`src/rtl/uds_pkg.sv`:
```
// Package for the unsigned integer to digit string converter.
// Holds the channel item types, base selector codes and digit encoding.
// No dependencies.
package uds_pkg;

  // Base selector characters carried in the opcode field.
  localparam logic [7:0] SEL_HEX = 8'd104;
  localparam logic [7:0] SEL_OCT = 8'd111;
  localparam logic [7:0] SEL_BIN = 8'd98;

  // ASCII offsets for numeric and lower-case letter digits.
  localparam logic [6:0] CHAR_ZERO   = 7'd48;
  localparam logic [6:0] CHAR_LETTER = 7'd87;

  // Input item: value to convert and base selector.
  typedef struct packed {
    logic [63:0] value;
    logic [7:0]  opcode;
  } in_item_t;

  // Result item: one ASCII digit and the end-of-run flag.
  typedef struct packed {
    logic [6:0] digit_char;
    logic       last_digit;
  } out_item_t;

  // Conversion base decided by the front end.
  typedef enum logic [1:0] {
    RADIX_DEC,
    RADIX_HEX,
    RADIX_OCT,
    RADIX_BIN
  } radix_t;

  // Maps a digit value 0..15 to its lower-case ASCII character.
  function automatic logic [6:0] digit_to_char(input logic [3:0] d);
    logic [6:0] c;
    if (d < 4'd10) begin
      c = CHAR_ZERO + {3'b000, d};
    end else begin
      c = CHAR_LETTER + {3'b000, d};
    end
    return c;
  endfunction

endpackage

```
`src/rtl/uds_front.sv`:
```
// Front end of the digit string converter: accepts items, masks the value
// and decodes the base selector, then holds them in a two-entry queue.
// Depends on uds_pkg.
module uds_front #(
  parameter int VALUE_BITS = 64
) (
  input  logic                      clk,
  input  logic                      rst_n,
  input  logic                      in_valid,
  input  uds_pkg::in_item_t         in_item,
  output logic                      in_stall,
  output logic                      q_valid,
  output logic [VALUE_BITS-1:0]     q_value,
  output uds_pkg::radix_t           q_radix,
  input  logic                      q_pop
);

  localparam int QDEPTH = 2;
  localparam int QAW    = $clog2(QDEPTH);
  localparam int QCW    = $clog2(QDEPTH + 1);

  logic [VALUE_BITS-1:0] q_val_r [QDEPTH];
  uds_pkg::radix_t       q_rad_r [QDEPTH];
  logic [QAW-1:0]        wr_ptr_r, wr_ptr_nxt;
  logic [QAW-1:0]        rd_ptr_r, rd_ptr_nxt;
  logic [QCW-1:0]        count_r, count_nxt;
  uds_pkg::radix_t       radix;
  logic                  push;

  // Decode the base selector; anything unknown means decimal.
  always_comb begin
    unique case (in_item.opcode)
      uds_pkg::SEL_HEX: radix = uds_pkg::RADIX_HEX;
      uds_pkg::SEL_OCT: radix = uds_pkg::RADIX_OCT;
      uds_pkg::SEL_BIN: radix = uds_pkg::RADIX_BIN;
      default:          radix = uds_pkg::RADIX_DEC;
    endcase
  end

  assign in_stall = (count_r == QCW'(QDEPTH));
  assign push     = in_valid && !in_stall;
  assign q_valid  = (count_r != '0);
  assign q_value  = q_val_r[rd_ptr_r];
  assign q_radix  = q_rad_r[rd_ptr_r];

  // Queue pointers and fill count.
  always_comb begin
    wr_ptr_nxt = wr_ptr_r;
    rd_ptr_nxt = rd_ptr_r;
    count_nxt  = count_r;
    if (push) begin
      wr_ptr_nxt = wr_ptr_r + 1'b1;
    end
    if (q_pop) begin
      rd_ptr_nxt = rd_ptr_r + 1'b1;
    end
    if (push && !q_pop) begin
      count_nxt = count_r + 1'b1;
    end else if (!push && q_pop) begin
      count_nxt = count_r - 1'b1;
    end
  end

  always_ff @(posedge clk) begin
    if (!rst_n) begin
      wr_ptr_r <= '0;
      rd_ptr_r <= '0;
      count_r  <= '0;
    end else begin
      wr_ptr_r <= wr_ptr_nxt;
      rd_ptr_r <= rd_ptr_nxt;
      count_r  <= count_nxt;
    end
  end

  // Queue storage; bits above VALUE_BITS are dropped here.
  always_ff @(posedge clk) begin
    if (push) begin
      q_val_r[wr_ptr_r] <= in_item.value[VALUE_BITS-1:0];
      q_rad_r[wr_ptr_r] <= radix;
    end
  end

endmodule

```
`src/rtl/uds_back.sv`:
```
// Back end of the digit string converter: forms the digits (shift-add-3
// for decimal, bit fields otherwise), skips leading zeros and emits them.
// Depends on uds_pkg.
module uds_back #(
  parameter int VALUE_BITS = 64
) (
  input  logic                      clk,
  input  logic                      rst_n,
  input  logic                      q_valid,
  input  logic [VALUE_BITS-1:0]     q_value,
  input  uds_pkg::radix_t           q_radix,
  output logic                      q_pop,
  output logic                      out_valid,
  input  logic                      out_stall,
  output uds_pkg::out_item_t        out_item
);

  localparam int MAXD = VALUE_BITS;
  localparam int HEXN = (VALUE_BITS + 3) / 4;
  localparam int OCTN = (VALUE_BITS + 2) / 3;
  localparam int DECN = (VALUE_BITS * 30103) / 100000 + 1;
  localparam int DW   = MAXD * 4;
  localparam int BCDW = DECN * 4;
  localparam int CW   = $clog2(MAXD + 1);
  localparam int BW   = $clog2(VALUE_BITS);

  typedef enum logic [3:0] {
    ST_IDLE   = 4'b0001,
    ST_DABBLE = 4'b0010,
    ST_SKIP   = 4'b0100,
    ST_EMIT   = 4'b1000
  } state_t;

  state_t                  state_r, state_nxt;
  logic [VALUE_BITS-1:0]   val_r, val_nxt;
  logic [BCDW-1:0]         bcd_r, bcd_nxt;
  logic [BW-1:0]           bcnt_r, bcnt_nxt;
  logic [DW-1:0]           dig_r, dig_nxt;
  logic [CW-1:0]           cnt_r, cnt_nxt;
  logic                    out_valid_r, out_valid_nxt;
  uds_pkg::out_item_t      out_item_r, out_item_nxt;

  logic [DW-1:0]           pv;
  logic [DW-1:0]           load_bin, load_oct, load_hex, load_dec;
  logic [BCDW-1:0]         bcd_adj, bcd_sh;
  logic [3:0]              top_digit;
  logic                    out_free;

  // Top-aligned digit vectors for the power-of-two bases.
  always_comb begin
    pv = '0;
    pv[VALUE_BITS-1:0] = q_value;
    load_bin = '0;
    load_oct = '0;
    load_hex = '0;
    for (int i = 0; i < MAXD; i++) begin
      load_bin[4*i +: 4] = {3'b000, pv[i]};
    end
    for (int i = 0; i < OCTN; i++) begin
      load_oct[4*(MAXD-OCTN+i) +: 4] = {1'b0, pv[3*i +: 3]};
    end
    for (int i = 0; i < HEXN; i++) begin
      load_hex[4*(MAXD-HEXN+i) +: 4] = pv[4*i +: 4];
    end
  end

  // One shift-add-3 step: correct every BCD digit, then shift in a bit.
  always_comb begin
    for (int j = 0; j < DECN; j++) begin
      if (bcd_r[4*j +: 4] >= 4'd5) begin
        bcd_adj[4*j +: 4] = bcd_r[4*j +: 4] + 4'd3;
      end else begin
        bcd_adj[4*j +: 4] = bcd_r[4*j +: 4];
      end
    end
    bcd_sh = {bcd_adj[BCDW-2:0], val_r[VALUE_BITS-1]};
    load_dec = '0;
    load_dec[DW-1 -: BCDW] = bcd_sh;
  end

  assign top_digit = dig_r[DW-1 -: 4];
  assign out_free  = !out_valid_r || !out_stall;
  assign q_pop     = (state_r == ST_IDLE) && q_valid;

  // Conversion sequencer and output register.
  always_comb begin
    state_nxt     = state_r;
    val_nxt       = val_r;
    bcd_nxt       = bcd_r;
    bcnt_nxt      = bcnt_r;
    dig_nxt       = dig_r;
    cnt_nxt       = cnt_r;
    out_valid_nxt = out_valid_r && out_stall;
    out_item_nxt  = out_item_r;
    unique case (state_r)
      ST_IDLE: begin
        if (q_valid) begin
          unique case (q_radix)
            uds_pkg::RADIX_HEX: begin
              dig_nxt   = load_hex;
              cnt_nxt   = CW'(HEXN);
              state_nxt = ST_SKIP;
            end
            uds_pkg::RADIX_OCT: begin
              dig_nxt   = load_oct;
              cnt_nxt   = CW'(OCTN);
              state_nxt = ST_SKIP;
            end
            uds_pkg::RADIX_BIN: begin
              dig_nxt   = load_bin;
              cnt_nxt   = CW'(MAXD);
              state_nxt = ST_SKIP;
            end
            default: begin
              val_nxt   = q_value;
              bcd_nxt   = '0;
              bcnt_nxt  = BW'(VALUE_BITS - 1);
              state_nxt = ST_DABBLE;
            end
          endcase
        end
      end
      ST_DABBLE: begin
        bcd_nxt  = bcd_sh;
        val_nxt  = {val_r[VALUE_BITS-2:0], 1'b0};
        bcnt_nxt = bcnt_r - 1'b1;
        if (bcnt_r == '0) begin
          dig_nxt   = load_dec;
          cnt_nxt   = CW'(DECN);
          state_nxt = ST_SKIP;
        end
      end
      ST_SKIP: begin
        // Drop leading zeros, always keeping the last digit.
        if (top_digit == 4'd0 && cnt_r > CW'(1)) begin
          dig_nxt = {dig_r[DW-5:0], 4'd0};
          cnt_nxt = cnt_r - 1'b1;
        end else begin
          state_nxt = ST_EMIT;
        end
      end
      ST_EMIT: begin
        if (out_free) begin
          out_valid_nxt           = 1'b1;
          out_item_nxt.digit_char = uds_pkg::digit_to_char(top_digit);
          out_item_nxt.last_digit = (cnt_r == CW'(1));
          dig_nxt                 = {dig_r[DW-5:0], 4'd0};
          cnt_nxt                 = cnt_r - 1'b1;
          if (cnt_r == CW'(1)) begin
            state_nxt = ST_IDLE;
          end
        end
      end
      default: begin
        state_nxt = ST_IDLE;
      end
    endcase
  end

  always_ff @(posedge clk) begin
    if (!rst_n) begin
      state_r     <= ST_IDLE;
      out_valid_r <= 1'b0;
    end else begin
      state_r     <= state_nxt;
      out_valid_r <= out_valid_nxt;
    end
  end

  always_ff @(posedge clk) begin
    val_r      <= val_nxt;
    bcd_r      <= bcd_nxt;
    bcnt_r     <= bcnt_nxt;
    dig_r      <= dig_nxt;
    cnt_r      <= cnt_nxt;
    out_item_r <= out_item_nxt;
  end

  assign out_valid = out_valid_r;
  assign out_item  = out_item_r;

endmodule

```
`src/rtl/uint_to_digit_string_core.sv`:
```
// Converts an unsigned VALUE_BITS-bit value to lower-case ASCII digits in
// base 16, 8, 2 or 10, most significant first, no leading zeros, last digit
// flagged. For a power-of-two base the value is split into N digits,
// where N is the digit count of the base for VALUE_BITS bits
// (16 hex, 22 octal, 64 binary at 64 bits); decimal takes VALUE_BITS
// shift-add-3 steps first, giving 20 BCD digits at 64 bits.
// The converter works on one item at a time; a two-entry input queue takes
// new items while it runs, and the result register drains independently.
// Depends on uds_pkg, uds_front and uds_back.
module uint_to_digit_string_core #(
  parameter int VALUE_BITS = 64
) (
  input  logic                clk,
  input  logic                rst_n,
  input  logic                in_valid,
  input  uds_pkg::in_item_t   in_item,
  output logic                in_stall,
  output logic                out_valid,
  input  logic                out_stall,
  output uds_pkg::out_item_t  out_item
);

  logic                  q_valid;
  logic [VALUE_BITS-1:0] q_value;
  uds_pkg::radix_t       q_radix;
  logic                  q_pop;

  // Item intake, base decode and queue.
  uds_front #(
    .VALUE_BITS (VALUE_BITS)
  ) u_front (
    .clk      (clk),
    .rst_n    (rst_n),
    .in_valid (in_valid),
    .in_item  (in_item),
    .in_stall (in_stall),
    .q_valid  (q_valid),
    .q_value  (q_value),
    .q_radix  (q_radix),
    .q_pop    (q_pop)
  );

  // Digit generation and output.
  uds_back #(
    .VALUE_BITS (VALUE_BITS)
  ) u_back (
    .clk       (clk),
    .rst_n     (rst_n),
    .q_valid   (q_valid),
    .q_value   (q_value),
    .q_radix   (q_radix),
    .q_pop     (q_pop),
    .out_valid (out_valid),
    .out_stall (out_stall),
    .out_item  (out_item)
  );

endmodule

```
`config.mk`:
```
export PLATFORM = sky130hd
export DESIGN_NAME = uint_to_digit_string_core
export DESIGN_NICKNAME = d
export VERILOG_FILES = /design/src/rtl/uds_pkg.sv /design/src/rtl/uds_front.sv /design/src/rtl/uds_back.sv /design/src/rtl/uint_to_digit_string_core.sv
export SDC_FILE = /design/constraint.sdc
export NUM_CORES = 1
export LEC_CHECK = 0
export BUFFER_PORTS_ARGS = -buffer_cell sky130_fd_sc_hd__buf_4
export CAP_MARGIN = 0
export CELL_PAD_IN_SITES_DETAIL_PLACEMENT = 1
export CELL_PAD_IN_SITES_GLOBAL_PLACEMENT = 1
export CORE_MARGIN = 3
export CORE_UTILIZATION = 51
export DETAILED_ROUTE_END_ITERATION = 10
export GPL_TIMING_DRIVEN = 0
export PLACE_DENSITY = 0.79
export SETUP_SLACK_MARGIN = 0.4
export SLEW_MARGIN = 5
export SYNTH_ARGS = -nofsm -noshare
export SYNTH_HDL_FRONTEND = slang
export SYNTH_SLANG_ARGS = --single-unit
export TNS_END_PERCENT = 50
```
`constraint.sdc`:
```
create_clock -name clk -period 16.43 [get_ports clk]
set_input_delay 0.8215 -clock clk [delete_from_list [all_inputs] [get_ports clk]]
set_output_delay 0.8215 -clock clk [all_outputs]
set_load 0.05 [all_outputs]
```
==> reports/results.ini, run 1 <==
[cts]
numClockSinks=435
clock_path_buffers=3
postCtsSetupBuffers=0
ctsResizeCount=0
insertion_delay_ps=580
numCtsBuffers=45
cts-hold-fix-buffers=0
clk_pin_slew_ps=60
cts_tree=done
clock-root-buffer=clkbuf_16
htreeDepth=2

[final_layout]
final_util=0.605
stdcell_area_um2=22400
layout_common_cells=edfxtp_1, nor2_1, a21oi_1, o21ai_0, nand2_1
seqCellArea_um2=13000
multi_input_area_um2=5860
final_common_cell=edfxtp_1
drive_gt1_frac=0.166
nNetsFinal=1748
final.fill_count=3613
syn_to_final_growth_pct=15.7

[sta]
grt_setup_unrepaired=no
finalSetupViolCount=0
slew_violations=0
fmax_mhz=249
hold_viol_final=0
worst_pin_slew_ps=1270
fin_crit_ps=4020
min_period_over_period=0.245
worst_clock_skew_ps=15.9
maxSlewHeadroom=0.131

[detailed_routing]
antenna_violating_nets_post_route=0
remaining_drc_errors=0
finalWirelength_um=59700
vias=13500
drt_iter0_drc=1445
first_pass_iters=5
vias_per_cell=6.25
wire_per_inst_um=27.5

[yosys]
synth-edff-count=425
synth_cells=1473
synth_nets=1595
synthFlopType=edfxtp_1
syn_avg_cell_area_um2=13.1
yosysSeqAreaShare=0.670
yosys_warnings=0
async_reset_ff_frac=0
yosys_register_bits=435
syn_area_um2=19400
synth_cell_type_count=57

[pwr]
p_per_area_nw_per_um2=185
vdd_drop_max_mv=0.127
p_leak_nw=8.09

[floorplanning]
ios=86
rows=70
fp.dieH_um=201
core_um2=37000
die-area_um2=40300
fp.dieW_um=201
floorplan.initialDensity=0.523

[place]
hpwl_um=41300
gp_congestion=0.873
port_buffers=85
dpl_cell_area_um2=21000

[critical_path]
cp_data_required_time_ps=16720
cp-startpoint=u_back.state_r[1]
reg2reg_setup_slack_ps=12410
arrival_ps=4300
reg2reg_from=u_back.state_r[1]
crit_path_cell_trace=buf_2 > nor2_1 > nand3b_1 > a21oi_1 > nor2_1 > nor3b_2 > buf_6 > buf_6 > buf_4 > buf_4 > buf_6
crit_path_frequent_cell=buf_6
path_class=register to register
r2r_end=u_back.dig_r[112]
cpPeakStageDelay_ps=940
critPathCapture=u_back.dig_r[112]
path_max_fanout=13
reg2regPathDepth=11
cp-start-kind=register
critPathCaptureType=register
slowest_stage=a21oi_1

[hold_path]
hp-class=primary input to register
min_from=in_item[65]
whs_path_depth=1

[run]
cap_violations=0

[global_route]
antenna_found_initial=4
track_usage=0.290
grt_pass1_wl_um=88400
grt_overflow=0
grt_pass1_vias=14300
grt_max_degree=54

[run_status]
status=finished clean

flip-flops by register name, indices dropped and copies added, names as in the netlist, 2 cells and up, named ones only:
signal,count
u_back.dig_r,128
u_front.q_val_r,128
u_back.bcd_r,80
u_back.val_r,64
u_back.out_item,8
u_back.cnt_r,7
u_back.bcnt_r,6
u_back.state_r,4
u_front.q_rad_r,4
u_front.count_r,2
worst min-delay path by stage:
stage / to
floorplan: u_back.dig_r[183]
global placement: u_back.out_valid
detailed placement: u_back.dig_r[148]
CTS: u_front.q_val_r[0][57]
global route: u_front.q_val_r[1][21]
finish: u_front.q_val_r[0][57]
worst max-delay path, delay by kind of cell (launching register included):
family / cells / cell delay, ps
AO/OA/AOI/OAI: 1 / 940
buffers and inverters: 6 / 1270
flip-flops: 1 / 310
AND/OR/NAND/NOR: 4 / 1190
kinds of logic (layout without fill, tap and decap cells):
group           after synthesis  in the layout  synth area share
simple gates                348            348            0.0834
other cells                   1              2          0.000194
mux                          64             64            0.0332
compound gates              403            403             0.132
fa+ha+maj                    46             46            0.0297
flops                       435            435             0.670
xor+xnor                     50             50            0.0226
buf+inv                     126            315            0.0292
report_power, final:
part	switching, W	internal, W	total, W
Clock	0.000445	0.000585	0.00103
Sequential	0.000155	0.00174	0.00189
Combinational	0.000830	0.000385	0.00121
Total	0.00143	0.00271	0.00414
routing by layer:
layer	wire [um]	part of all wire	GRT usage	vias up
met5	13	0.00022	0	-
met4	2630	0.044	0.120	2
met3	4950	0.083	0.0652	184
met2	28900	0.49	0.486	701
met1	23100	0.39	0.368	6816
li1	-	-	-	5831
Yosys cell counts (all sizes together) (2+ instances only):
library cell,instances,share of area
edfxtp,425,0.66
nor2,136,0.026
a21oi,134,0.038
o21ai,114,0.030
nand2,110,0.021
mux2i,62,0.032
buf,50,0.014
inv,50,0.0097
ha,46,0.030
a211o,43,0.019
nor3,37,0.013
o22ai,32,0.010
clkbuf,26,0.0051
xnor2,26,0.012
nand2b,24,0.0078
xor2,24,0.011
a31o,17,0.0077
a21o,12,0.0047
a22oi,10,0.0039
dfxtp,10,0.010
o221ai,10,0.0045
a221oi,9,0.0041
and2,8,0.0026
nor2b,7,0.0023
a211oi,4,0.0023
a21boi,4,0.0016
a32oi,4,0.0018
and3,3,0.00097
nand3,3,0.00078
nand3b,3,0.0012
nor3b,3,0.0012
nor4b,3,0.0017
o21a,3,0.0012
or3,3,0.00097
a222oi,2,0.0010
mux2,2,0.0012
nor4,2,0.00065
or3b,2,0.00090
cell type report:
class / instances / share of cell area
repair buffers: 106 / 0.0417
clock inverters: 30 / 0.0129
clock buffers: 53 / 0.0516
multi-input cells: 912 / 0.262
inverters: 50 / 0.00838
diodes: 1 / 0.000112
well taps: 504 / 0.0282
plain buffers: 76 / 0.0169
flip-flops and latches: 435 / 0.579
through the flow:
step | total power (W) | hold slack, ps | TNS, ps | instances | worst slack, ps
finish | 0.00414 | 427 | 0 | 2167 | 12410
global route | 0.00429 | 419 | 0 | 2166 | 12250
CTS | 0.00412 | 412 | 0 | 2166 | 12500
detailed placement | 0.00307 | 515 | 0 | 2083 | 12360
global placement | 0.00300 | 501 | -324280 | 2062 | -1580
floorplan | 0.00271 | 495 | 0 | 1473 | 3990
Note: power is estimated with default switching activity, not from simulation.
==> run 2: changes to the inputs <==
--- a/config.mk
+++ b/config.mk
@@ -5,12 +5,13 @@
 export SDC_FILE = /design/constraint.sdc
 export NUM_CORES = 1
 export LEC_CHECK = 0
+export ABC_AREA = 1
 export BUFFER_PORTS_ARGS = -buffer_cell sky130_fd_sc_hd__buf_4
 export CAP_MARGIN = 0
 export CELL_PAD_IN_SITES_DETAIL_PLACEMENT = 1
 export CELL_PAD_IN_SITES_GLOBAL_PLACEMENT = 1
 export CORE_MARGIN = 3
-export CORE_UTILIZATION = 51
+export CORE_UTILIZATION = 49
 export DETAILED_ROUTE_END_ITERATION = 10
 export GPL_TIMING_DRIVEN = 0
 export PLACE_DENSITY = 0.79
==> constraint.sdc (replaced) <==
create_clock -name clk -period 3.83 [get_ports clk]
set_input_delay 0.1915 -clock clk [delete_from_list [all_inputs] [get_ports clk]]
set_output_delay 0.1915 -clock clk [all_outputs]
set_load 0.05 [all_outputs]
==> run 2 against run 1 <==
  * First-iteration DRC count is 13% higher
  * Final cell count up 23%
  * Flip-flop and latch count stayed put
  * Combinational power increased to 7.3 times the previous value
  * Sequential share of layout area shrank 3.6 points
  * Largest power group unchanged
==> reports/results.ini, run 2 <==
[run_status]
status=finished clean

[critical_path]
critPathCaptureType=register
crit_path_cell_trace=inv_1 > nand2_1 > nor2_4 > buf_6 > nor2_4 > nor3b_4 > buf_16 > buf_8 > buf_8 > buf_16
path_buf_inv=6
path_max_fanout=18
path_class=register to register
arrival_ps=3550
slowest_stage=nor3b_4
cpPeakStageDelay_ps=890
cp_data_required_time_ps=4120
cp_top_family=simple AND/OR/NAND/NOR gates
cp-start-kind=register

[place]
gp_congestion=0.955
hpwl_um=46400
placed_cells=2520
port_buffers=85
dp_worst_setup_slack_ps=691

[yosys]
synth_cells=1891
synth_cell_type_count=40
syn_avg_cell_area_um2=10.6
synthFlopType=edfxtp_1
async_reset_ff_frac=0
synth_area_leaders=edfxtp_1, nand2_1, inv_1
syn_area_um2=20000
yosys_warnings=0
synth-edff-count=425
yosysTopAreaCell=edfxtp_1
yosys.area.top_type_share=0.637
synth_nets=2013
yosysSeqAreaShare=0.647
ys_top_cells_by_count=nand2_1, edfxtp_1, inv_1
yosys_register_bits=435
yosysMostFrequentCell=nand2_1

[cts]
clock-root-buffer=clkbuf_16
cts_tree=done
ctsResizeCount=0
numCtsBuffers=47
htreeDepth=2
clock_path_buffers=3
clk_pin_slew_ps=60
insertion_delay_ps=600
numClockSinks=435

[floorplanning]
ios=86
rows=73
fp.dieH_um=208
floorplan.initialDensity=0.499
core_um2=40100
die-area_um2=43300
fp.dieW_um=208

[detailed_routing]
finalWirelength_um=69600
vias_per_cell=5.86
vias=15600
antenna_violating_nets_post_route=0
remaining_drc_errors=0
drt_iter0_drc=1638
wire_per_inst_um=26.1
first_pass_iters=5

[pwr]
finalPower_w=0.0223
p_leak_nw=9.79
pwr-share-clk=0.195
power.share.combinational=0.395
p_per_area_nw_per_um2=933
seq_power_share=0.410
p_sw_w=0.00904
p_int_w=0.0133
p_sw_frac=0.405
vdd_drop_max_mv=0.524

[final_layout]
final_common_cell=nand2_1
drive_gt1_frac=0.126
layout_common_cells=nand2_1, edfxtp_1, inv_1, o21ai_0, nor2_1
diodes=0
instances_no_fill=2669
nNetsFinal=2233
syn_to_final_growth_pct=19.4
top_regs=u_back.dig_r x128, u_front.q_val_r x128, u_back.bcd_r x80

[global_route]
grt_overflow=0
grt_pass1_wl_um=104000
grt_max_degree=30
antenna_found_initial=1
track_usage=0.319
grt_pass1_vias=16800

[sta]
worst_clock_skew_ps=35.5
finalSetupViolCount=0
fmax_mhz=307
finalWorstSetupSlack_ps=569
grt_setup_unrepaired=no
maxSlewHeadroom=0.246
min_period_over_period=0.851
fin_crit_ps=3260
finalSetupTns_ps=0
hold_viol_final=0
hold_slack_ps=116
slew_violations=0
worst_pin_slew_ps=1120

[hold_path]
hp-class=primary input to register

[run]
cap_violations=0

==> run 2: power groups by stage <==
stage	registers [W]	logic [W]	clock network [W]
3_3_place_gp	0.00848	0.00599	0
3_5_place_dp	0.00915	0.00844	0
4_1_cts	0.00908	0.00859	0.00434
5_1_grt	0.00931	0.00952	0.00454
6_report	0.00916	0.00881	0.00436
2_1_floorplan	0.00889	0.00456	0
==> run 2: per-layer routing <==
| layer | wire length [um] | GRT usage | part of all wire | vias to the layer above |
|---|---|---|---|---|
| met2 | 34100 | 0.543 | 0.49 | 755 |
| li1 | - | - | - | 6872 |
| met4 | 3110 | 0.131 | 0.045 | 2 |
| met5 | 13 | 0 | 0.00019 | - |
| met3 | 4840 | 0.0513 | 0.070 | 175 |
| met1 | 27500 | 0.410 | 0.40 | 7838 |
==> run 2: area by class of cell <==
class                           instances  area [um^2]
Buffer                                 67          332
Clock buffer                           61         1250
Clock inverter                         21          160
Fill cell                            4214        16200
Inverter                              240          911
Multi-Input combinational cell       1149         5940
Sequential cell                       435        13000
Tap cell                              525          657
Timing Repair Buffer                  171         1700
==> run 2: repair_timing <==
| action | CTS | global route |
|---|---|---|
| hold buffers | 67 | 0 |
| setup buffers | 0 | 0 |
| endpoints found under the hold margin | 139 | 0 |
==> run 2: kinds of logic (layout without fill, tap and decap cells) <==
| group | count (synthesis) | in the layout | synth area share |
|---|---|---|---|
| AND/OR/NAND/NOR | 743 | 743 | 0.157 |
| flip-flops | 435 | 435 | 0.647 |
| AO/OA/AOI/OAI | 323 | 323 | 0.0893 |
| buffers and inverters | 307 | 560 | 0.0615 |
| adder cells (fa/ha/maj) | 46 | 46 | 0.0287 |
| XOR/XNOR | 23 | 23 | 0.0101 |
| multiplexers | 13 | 13 | 0.00650 |
| other | 1 | 1 | 0.000187 |
==> run 2: worst reg2reg max path, stage by stage, from the launching register on <==
cell and delay, ps:
dfxtp_2 340, inv_1 100, nand2_1 100, nor2_4 330, buf_6 270, nor2_4 80
nor3b_4 890, buf_16 230, buf_8 190, buf_8 210, buf_16 190
==> run 2: final timing paths <==
| kind | startpoint | to | slack, ps | cells past startpoint |
|---|---|---|---|---|
| setup / recovery | u_back.state_r[0] | u_back.bcd_r[46] | 570 | 10 |
| hold / removal | in_item[0] | u_front.q_rad_r[0][1] | 120 | 3 |
| setup reg to reg | u_back.state_r[0] | u_back.bcd_r[46] | 570 | 10 |
| hold reg to reg | u_back.out_valid | u_back.out_valid | 510 | 2 |
==> run 2: metrics by stage <==
stage / cell area, um^2 / util
final: 23900 / 0.597
after global routing: 23900 / 0.597
after CTS: 23900 / 0.597
after detailed placement: 21800 / 0.545
after global placement: 21400 / 0.535
after floorplan: 20100 / -
